**config.mk**
```make
export PLATFORM = sky130hd
export DESIGN_NAME = breakpoint_table_interpolator
export DESIGN_NICKNAME = d
export VERILOG_FILES = /design/src/hdl/bti_pkg.sv /design/src/hdl/breakpoint_table_interpolator.sv /design/src/hdl/bti_datapath.sv /design/src/hdl/bti_controller.sv
export SDC_FILE = /design/constraint.sdc
export NUM_CORES = 2
export LEC_CHECK = 0
export CORE_ASPECT_RATIO = 0.5
export CORE_MARGIN = 3
export CORE_UTILIZATION = 64
export DETAILED_ROUTE_END_ITERATION = 16
export DONT_BUFFER_PORTS = 1
export PLACE_DENSITY = 0.8
export SYNTH_ARGS = -nofsm -noshare
export SYNTH_HDL_FRONTEND = slang
export SYNTH_SLANG_ARGS = --single-unit
export TNS_END_PERCENT = 10
```
**constraint.sdc**
```tcl
create_clock -name clk -period 10.45 [get_ports clk]
set_input_delay 1.045 -clock clk [delete_from_list [all_inputs] [get_ports clk]]
set_output_delay 1.045 -clock clk [all_outputs]
set_load 0.01 [all_outputs]
```
**src/hdl/bti_pkg.sv**
```systemverilog
// Shared constants and controller/datapath interface types for the
// breakpoint table interpolator. No dependencies.
package bti_pkg;

  localparam int MAX_POINTS = 32;
  localparam int IDX_W      = $clog2(MAX_POINTS);
  localparam int CNT_W      = 6;
  localparam int DATA_W     = 16;
  localparam int DIV_STEPS  = DATA_W;
  localparam int DIV_CNT_W  = $clog2(DIV_STEPS);

  localparam logic REQ_WRITE   = 1'b0;
  localparam logic REQ_CONVERT = 1'b1;

  localparam logic MODE_INTERP = 1'b0;
  localparam logic MODE_STEP   = 1'b1;

  localparam logic REG_ENTRY_COUNT = 1'b0;
  localparam logic REG_LOOKUP_MODE = 1'b1;

  typedef struct packed {
    logic             load;
    logic [IDX_W-1:0] rd_addr;
    logic             eval;
    logic [IDX_W-1:0] eval_idx;
    logic             decide;
    logic             div_step;
    logic             fin_interp;
  } bti_cmd_t;

  typedef struct packed {
    logic need_div;
  } bti_status_t;

endpackage

```
**src/hdl/breakpoint_table_interpolator.sv**
```systemverilog
// Top level of the breakpoint table interpolator: configuration registers,
// controller and datapath. Depends on bti_pkg, bti_controller, bti_datapath.
//
// Usage: a request is taken on a rising edge with start high and busy low.
// req_type 0 writes one breakpoint (entry_index, entry_x, entry_y); req_type
// 1 converts sample through the first entry_count breakpoints, 1 to 32 used.
// Each request gives one result on value/segment/clamped, valid for the
// single cycle in which done is high; the receiver cannot stall it.
// Write requests: result in the cycle after acceptance, busy stays low.
// Convert requests: the N breakpoints in use (1 to 32) are read one per
// cycle from the table memory (scan), then a drain and a decide state follow.
// In step mode or when the sample lies below the first or at/above the last
// x, the result is set in the decide state; interpolated ones go on through
// the 16-step bit-serial divider and a final state that forms the signed
// result. One request at a time; busy is high throughout a convert, and the
// next request can be taken in the done cycle.
// Configuration: wr_en with wr_index 0 (entry_count) or 1 (lookup_mode),
// only while idle. Reset clears the controller and sets entry_count to 2
// and interpolation mode; breakpoint contents are undefined until written.
module breakpoint_table_interpolator (
  input  logic                      clk,
  input  logic                      rst,
  input  logic                      start,
  output logic                      busy,
  input  logic                      req_type,
  input  logic [bti_pkg::IDX_W-1:0] entry_index,
  input  logic [15:0]               entry_x,
  input  logic signed [15:0]        entry_y,
  input  logic [15:0]               sample,
  input  logic                      wr_en,
  input  logic                      wr_index,
  input  logic [bti_pkg::CNT_W-1:0] wr_data,
  output logic                      done,
  output logic signed [15:0]        value,
  output logic [bti_pkg::IDX_W-1:0] segment,
  output logic                      clamped
);
  import bti_pkg::*;

  logic [CNT_W-1:0] entry_count;
  logic             lookup_mode;
  logic [IDX_W-1:0] last;
  bti_cmd_t         cmd;
  bti_status_t      status;

  always_ff @(posedge clk) begin
    if (rst) begin
      entry_count <= CNT_W'(2);
      lookup_mode <= MODE_INTERP;
    end else if (wr_en) begin
      if (wr_index == REG_ENTRY_COUNT) begin
        entry_count <= wr_data;
      end else begin
        lookup_mode <= wr_data[0];
      end
    end
  end

  always_comb begin
    if (entry_count == '0) begin
      last = '0;
    end else if (entry_count > CNT_W'(MAX_POINTS)) begin
      last = IDX_W'(MAX_POINTS - 1);
    end else begin
      last = IDX_W'(entry_count - 1'b1);
    end
  end

  bti_controller u_ctrl (
    .clk      (clk),
    .rst      (rst),
    .start    (start),
    .req_type (req_type),
    .last     (last),
    .status   (status),
    .busy     (busy),
    .done     (done),
    .cmd      (cmd)
  );

  bti_datapath u_dp (
    .clk         (clk),
    .req_type    (req_type),
    .entry_index (entry_index),
    .entry_x     (entry_x),
    .entry_y     (entry_y),
    .sample      (sample),
    .lookup_mode (lookup_mode),
    .last        (last),
    .cmd         (cmd),
    .status      (status),
    .value       (value),
    .segment     (segment),
    .clamped     (clamped)
  );

endmodule

```
**src/hdl/bti_datapath.sv**
```systemverilog
// Datapath: breakpoint memories, scan capture registers, multiplier and
// restoring divider, result registers. Depends on bti_pkg.
module bti_datapath (
  input  logic                     clk,
  input  logic                     req_type,
  input  logic [bti_pkg::IDX_W-1:0] entry_index,
  input  logic [15:0]              entry_x,
  input  logic signed [15:0]       entry_y,
  input  logic [15:0]              sample,
  input  logic                     lookup_mode,
  input  logic [bti_pkg::IDX_W-1:0] last,
  input  bti_pkg::bti_cmd_t        cmd,
  output bti_pkg::bti_status_t     status,
  output logic signed [15:0]       value,
  output logic [bti_pkg::IDX_W-1:0] segment,
  output logic                     clamped
);
  import bti_pkg::*;

  logic [DATA_W-1:0] mem_x [MAX_POINTS];
  logic [DATA_W-1:0] mem_y [MAX_POINTS];
  logic [DATA_W-1:0] rd_x;
  logic [DATA_W-1:0] rd_y;

  logic [DATA_W-1:0] s;
  logic [DATA_W-1:0] prev_x;
  logic [DATA_W-1:0] prev_y;
  logic [DATA_W-1:0] x0;
  logic [DATA_W-1:0] y0;
  logic [DATA_W-1:0] xl;
  logic [DATA_W-1:0] yl;
  logic              step_found;
  logic [DATA_W-1:0] step_y;
  logic [IDX_W-1:0]  step_i;
  logic              int_found;
  logic [DATA_W-1:0] ix0;
  logic [DATA_W-1:0] iy0;
  logic [DATA_W-1:0] ix1;
  logic [DATA_W-1:0] iy1;
  logic [IDX_W-1:0]  iseg;

  logic [DATA_W-1:0] rem;
  logic [DATA_W-1:0] quo;
  logic [DATA_W-1:0] dx;
  logic              neg;

  logic              clamp_c;
  logic signed [DATA_W:0] dy;
  logic [DATA_W-1:0] dy_abs;
  logic [DATA_W-1:0] off;
  logic [2*DATA_W-1:0] prod;
  logic [DATA_W:0]   trial;
  logic              trial_ok;
  logic [DATA_W-1:0] q_signed;

  always_ff @(posedge clk) begin
    if (cmd.load && req_type == REQ_WRITE) begin
      mem_x[entry_index] <= entry_x;
      mem_y[entry_index] <= entry_y;
    end
    rd_x <= mem_x[cmd.rd_addr];
    rd_y <= mem_y[cmd.rd_addr];
  end

  assign clamp_c = (s < x0) || (s > xl);
  assign status.need_div = (lookup_mode == MODE_INTERP) && !(s < x0) && !(s >= xl);

  assign dy     = $signed({iy1[DATA_W-1], iy1}) - $signed({iy0[DATA_W-1], iy0});
  assign dy_abs = dy[DATA_W] ? DATA_W'(-dy) : dy[DATA_W-1:0];
  assign off    = s - ix0;
  assign prod   = {{DATA_W{1'b0}}, off} * {{DATA_W{1'b0}}, dy_abs};

  assign trial    = {rem, quo[DATA_W-1]};
  assign trial_ok = trial >= {1'b0, dx};
  assign q_signed = neg ? (~quo + 1'b1) : quo;

  always_ff @(posedge clk) begin
    if (cmd.load) begin
      if (req_type == REQ_WRITE) begin
        value   <= '0;
        segment <= '0;
        clamped <= 1'b0;
      end else begin
        s <= sample;
      end
      step_found <= 1'b0;
      int_found  <= 1'b0;
    end

    if (cmd.eval) begin
      if (cmd.eval_idx == '0) begin
        x0 <= rd_x;
        y0 <= rd_y;
      end
      if (cmd.eval_idx == last) begin
        xl <= rd_x;
        yl <= rd_y;
      end
      if (!step_found && cmd.eval_idx < last && rd_x >= s) begin
        step_found <= 1'b1;
        step_y     <= rd_y;
        step_i     <= cmd.eval_idx;
      end
      // fall back to the final segment when no upper x exceeds the sample
      if (!int_found && cmd.eval_idx != '0 && (rd_x > s || cmd.eval_idx == last)) begin
        int_found <= 1'b1;
        ix0       <= prev_x;
        iy0       <= prev_y;
        ix1       <= rd_x;
        iy1       <= rd_y;
        iseg      <= cmd.eval_idx - 1'b1;
      end
      prev_x <= rd_x;
      prev_y <= rd_y;
    end

    if (cmd.decide) begin
      rem <= prod[2*DATA_W-1:DATA_W];
      quo <= prod[DATA_W-1:0];
      dx  <= ix1 - ix0;
      neg <= dy[DATA_W];
      if (!status.need_div) begin
        clamped <= clamp_c;
        if (lookup_mode == MODE_STEP) begin
          value   <= step_found ? step_y : yl;
          segment <= step_found ? step_i : last;
        end else if (s < x0) begin
          value   <= y0;
          segment <= '0;
        end else begin
          value   <= yl;
          segment <= last;
        end
      end
    end

    if (cmd.div_step) begin
      rem <= trial_ok ? (trial[DATA_W-1:0] - dx) : trial[DATA_W-1:0];
      quo <= {quo[DATA_W-2:0], trial_ok};
    end

    if (cmd.fin_interp) begin
      value   <= iy0 + q_signed;
      segment <= iseg;
      clamped <= clamp_c;
    end
  end

endmodule

```
**src/hdl/bti_controller.sv**
```systemverilog
// Controller FSM: sequences breakpoint scan, decision, division and result
// strobe. Depends on bti_pkg.
module bti_controller (
  input  logic                      clk,
  input  logic                      rst,
  input  logic                      start,
  input  logic                      req_type,
  input  logic [bti_pkg::IDX_W-1:0] last,
  input  bti_pkg::bti_status_t      status,
  output logic                      busy,
  output logic                      done,
  output bti_pkg::bti_cmd_t         cmd
);
  import bti_pkg::*;

  typedef enum logic [2:0] {
    S_IDLE,
    S_SCAN,
    S_DRAIN,
    S_DECIDE,
    S_DIV,
    S_FIN
  } state_t;

  state_t               state;
  logic [IDX_W-1:0]     k;
  logic                 eval_valid;
  logic [IDX_W-1:0]     eval_idx;
  logic [DIV_CNT_W-1:0] div_cnt;

  assign busy = (state != S_IDLE);

  always_comb begin
    cmd.load       = (state == S_IDLE) && start;
    cmd.rd_addr    = k;
    cmd.eval       = eval_valid;
    cmd.eval_idx   = eval_idx;
    cmd.decide     = (state == S_DECIDE);
    cmd.div_step   = (state == S_DIV);
    cmd.fin_interp = (state == S_FIN);
  end

  always_ff @(posedge clk) begin
    if (rst) begin
      state      <= S_IDLE;
      done       <= 1'b0;
      k          <= '0;
      eval_valid <= 1'b0;
      eval_idx   <= '0;
      div_cnt    <= '0;
    end else begin
      done       <= 1'b0;
      eval_valid <= 1'b0;
      case (state)
        S_IDLE: begin
          if (start) begin
            k <= '0;
            if (req_type == REQ_CONVERT) begin
              state <= S_SCAN;
            end else begin
              done <= 1'b1;
            end
          end
        end
        S_SCAN: begin
          eval_valid <= 1'b1;
          eval_idx   <= k;
          if (k == last) begin
            state <= S_DRAIN;
          end else begin
            k <= k + 1'b1;
          end
        end
        S_DRAIN: begin
          state <= S_DECIDE;
        end
        S_DECIDE: begin
          div_cnt <= '0;
          if (status.need_div) begin
            state <= S_DIV;
          end else begin
            state <= S_IDLE;
            done  <= 1'b1;
          end
        end
        S_DIV: begin
          div_cnt <= div_cnt + 1'b1;
          if (div_cnt == DIV_CNT_W'(DIV_STEPS - 1)) begin
            state <= S_FIN;
          end
        end
        S_FIN: begin
          done  <= 1'b1;
          state <= S_IDLE;
        end
        default: begin
          state <= S_IDLE;
        end
      endcase
    end
  end

  a_done_idle: assert property (@(posedge clk) disable iff (rst) done |-> !busy)
    else $error("result strobe while busy");

  a_accept_progress: assert property (@(posedge clk) disable iff (rst)
    (start && !busy) |=> (busy || done))
    else $error("accepted request neither started nor completed");

  a_no_eval_idle: assert property (@(posedge clk) disable iff (rst)
    (state == S_IDLE) |-> !eval_valid)
    else $error("scan capture outside a conversion");

  a_div_flow: assert property (@(posedge clk) disable iff (rst)
    (state == S_DIV) |=> (state == S_DIV || state == S_FIN))
    else $error("divider sequence broken");

endmodule

```
==> results.md <==
* Worst R2R Path Depth at 31
* Critical path class: reg -> reg
* Regs by FF count: u_dp.mem_x x512, u_dp.mem_y x512
* Placed cell areas at ~0.067 sq mm
* Total power draw at ~14 mW
* Req. time, crit path at 10.90 ns
* Post-route minimum period at 9.526 ns
* Dpl hpwl at 98270 um
* Vias at about 38000
* Critical R2R Capture: u_dp.rem[10]$_DFFE_PP_
* CORE AREA at 0.09881 sq mm
* Effective utilization at floorplan at 65.31%
* Peak supply drop at between 0.2 and 0.25 mV
* Height of the die at ~230 um
* Post-route DRC at 0
* Final slew viol count at 0
* Ranking of synthesized cells by area: edfxtp_1 (59%), mux4_2 (11%), fa_1 (6.2%)
* Fmax at 0.1050 GHz
* Launching point of the worst reg2reg path: u_dp.iy0[0]$_DFFE_PP_
* Crit path capture: u_dp.rem[10]$_DFFE_PP_
* Crit path arrival time at 9.97 ns
* Setup-failing EPs final at 0
* Final hold vios at 0
* Cell area after synthesis at 0.06454 sq mm
* Clk_skew at around 0.045 ns
* Area leader, netlist: edfxtp_1
* Largest net degree at the start of global routing at 148
* Initial antenna violation count at 8
* CP most frequent cell: fa_1
* Number of clock sinks at 1357
* Power per cell area at 204.4 mW/mm^2
* Hold buffers post-CTS at 0
* Layout cells sized above 1 at ~17%
* Drt via density at roughly 6.8
* Global-route wire length before repair at ~260000 um
* Input/output buffers at 0
* Final setup TNS at 0 ns
* CTS Buf Count at 112
* Wire length per cell at about 31 um
* Crit path launch type: flop
* FF-to-FF setup slack at 0.92 ns
* CP max stage cell: mux2i_1
* Worst-Skew Late Latency at 0.74 ns
* Drt pass-1 iters at 7
* Critical path startpoint: u_dp.iy0[0]$_DFFE_PP_
* Sequential element share of the synthesized area at 61.87%
* CTS H-tree depth at 3
* Ports at 89
* Syn avg cell area at 16.08 sq um
* Slew headroom at 10.57%
* CTS max path bufs at 3
* Area growth, synth to finish at 8.868%
* Worst Hold Class: in -> reg
* Post-CTS Setup Inserts at 0
* # Max-Cap Violations at 0
* Syn Nets at 4518
* CTS tree: yes
* Global route overflow at 0
* Total Wirelength at around 170000 um
* # rows at 81
* Cts repair resizes at 0
* Post-synth EDFFs at 1275
* # fillers at slightly below 6000
* Final period utilization at 91.16%
* Area share of the largest cell type after synthesis at 59.33%
* CP Capture Type: flop
* Final net count at between 4000 and 5000
* Synth cell types at 85
* Die Area at between 0.1 and 0.15 sq mm
* Root buf cell: clkbuf_16
* Clock slew seen by the registers of the worst setup and hold paths at 0.07 ns
* Post-synth ARST share at 0%
* 1st-iter DRT viols at roughly 5000
* LEAKAGE at 24.53 nW
* CP peak stage delay at 0.71 ns
* Worst-margin pin slew at 1.332 ns
* All-Layer GR Usage at 33.70%
* Post-DRT Antenna Nets at 0
* Dominant synthesized flop cell: edfxtp_1
* Final Wtd Congestion at 0.9231
* RSZ-0062 raised after global routing: false
* Post-route cell area at 0.07026 sq mm
* Die X at about 460 um
* Vias in the first global route at 37760
* Max FO, Critical Path at 13
* Yosys reg bits at between 1000 and 1500
* Final core occ at 71.10%
* Gate Count Post-Synth at 4014
* Status: finished, final reports clean
* YS warnings at 0
[logic make-up (layout without fill, tap and decap cells)]
| logic type | count (synthesis) | in the layout | synth area share [%] |
|---|---|---|---|
| xor+xnor | 135 | 135 | 1.925 |
| mux | 402 | 402 | 12.54 |
| compound gates | 405 | 405 | 4.273 |
| simple gates | 761 | 761 | 5.500 |
| flops | 1357 | 1357 | 61.87 |
| other cells | 0 | 4 | 0 |
| fa+ha+maj | 441 | 441 | 10.86 |
| buf+inv | 513 | 668 | 3.036 |
[layout by cell type (no fill, tap or decap), types with 17 or more instances in the layout]
cell	instances
nor2b_1	32
nor2_4	32
o211ai_1	37
edfxtp_1	1275
nand3_1	26
xnor2_1	74
o31ai_1	18
nor3_1	39
o21a_1	23
dfxtp_1	77
nand4_1	22
mux2i_1	31
fa_1	199
buf_4	82
clkbuf_1	27
a21oi_1	90
o21ai_0	73
or3_1	21
xor2_1	52
nor2_1	168
mux2_2	51
inv_1	373
a21o_1	42
ha_1	240
nand2b_1	35
clkinv_1	28
and2_1	49
mux4_2	320
nand2_1	282
clkbuf_16	114
a211oi_1	17
[cell type report]
cell class | instances | area (sq um) | area share [%]
antenna | 4 | 10.01 | 0.01425
clock buffer | 145 | 3009 | 4.283
clock inverter | 66 | 654.4 | 0.9314
inverter | 373 | 1400 | 1.993
multi-input combinational | 2144 | 22920 | 32.63
sequential | 1357 | 39940 | 56.85
tap | 1328 | 1662 | 2.365
timing repair buffer | 84 | 655.6 | 0.9332
[cells in the mapped netlist (all sizes together), types with 22 or more instances]
cell	count
nor3	42
nor2b	33
and2	50
ha	240
o211ai	37
nand4	22
a21oi	95
dfxtp	82
xnor2	81
nor2	200
o21a	23
clkbuf	101
xor2	54
a21o	42
mux4	320
mux2i	31
o21ai	78
buf	39
inv	373
mux2	51
nand2b	35
fa	199
nand3	26
nand2	282
edfxtp	1275
[power by group]
| group | total (mW) | switching (mW) | internal (mW) |
|---|---|---|---|
| sequential | 6.18 | 0.0364 | 6.14 |
| clock | 4.31 | 2.03 | 2.28 |
| combinational | 3.88 | 2.26 | 1.62 |
| total | 14.4 | 4.33 | 10.0 |
[through the flow]
stage / std cells / hold slack [ns] / worst slack, ns
4_1_cts: 5497 / 0.3490 / 1.023
3_3_place_gp: 5286 / 0.4004 / 1.249
6_report: 5501 / 0.3904 / 0.9235
5_1_grt: 5501 / 0.3586 / 0.4534
3_5_place_dp: 5286 / 0.4045 / 1.026
2_1_floorplan: 4014 / 0.4003 / 2.128
[worst min-delay path by stage]
| stage | from | endpoint | slack [ns] | cells after the start |
|---|---|---|---|---|
| floorplan | u_dp.prev_x[0]$_DFFE_PP_ | u_dp.ix0[0]$_DFFE_PP_ | 0.40 | 0 |
| global placement | u_dp.prev_y[3]$_DFFE_PP_ | u_dp.iy0[3]$_DFFE_PP_ | 0.40 | 0 |
| detailed placement | u_dp.prev_x[0]$_DFFE_PP_ | u_dp.ix0[0]$_DFFE_PP_ | 0.40 | 0 |
| CTS | rst | u_ctrl.eval_idx[0]$_SDFFE_PP0P_ | 0.35 | 1 |
| global route | entry_y[14] | u_dp.mem_y[24][14]$_DFFE_PP_ | 0.36 | 0 |
| finish | entry_x[9] | u_dp.mem_x[26][9]$_DFFE_PP_ | 0.39 | 0 |
[metal layers]
| layer | vias to the layer above | share of wire, % | GRT usage [%] | routed length, um |
|---|---|---|---|---|
| li1 | 15220 | - | - | - |
| met1 | 19170 | 36 | 46.44 | 63010 |
| met2 | 2671 | 48 | 53.71 | 82990 |
| met3 | 450 | 11 | 7.268 | 19690 |
| met4 | 2 | 4.1 | 12.75 | 7068 |
| met5 | - | 0.0069 | 0 | 12 |
[critical path, delay by kind of cell, from the launching register on]
family	cells	cell delay [ns]
fa+ha+maj	9	3.99
compound gates	12	3.27
mux	1	0.71
simple gates	3	0.48
flops	1	0.39
buf+inv	5	0.24
xor+xnor	1	0.14
Power figures use the tool's default switching activity.
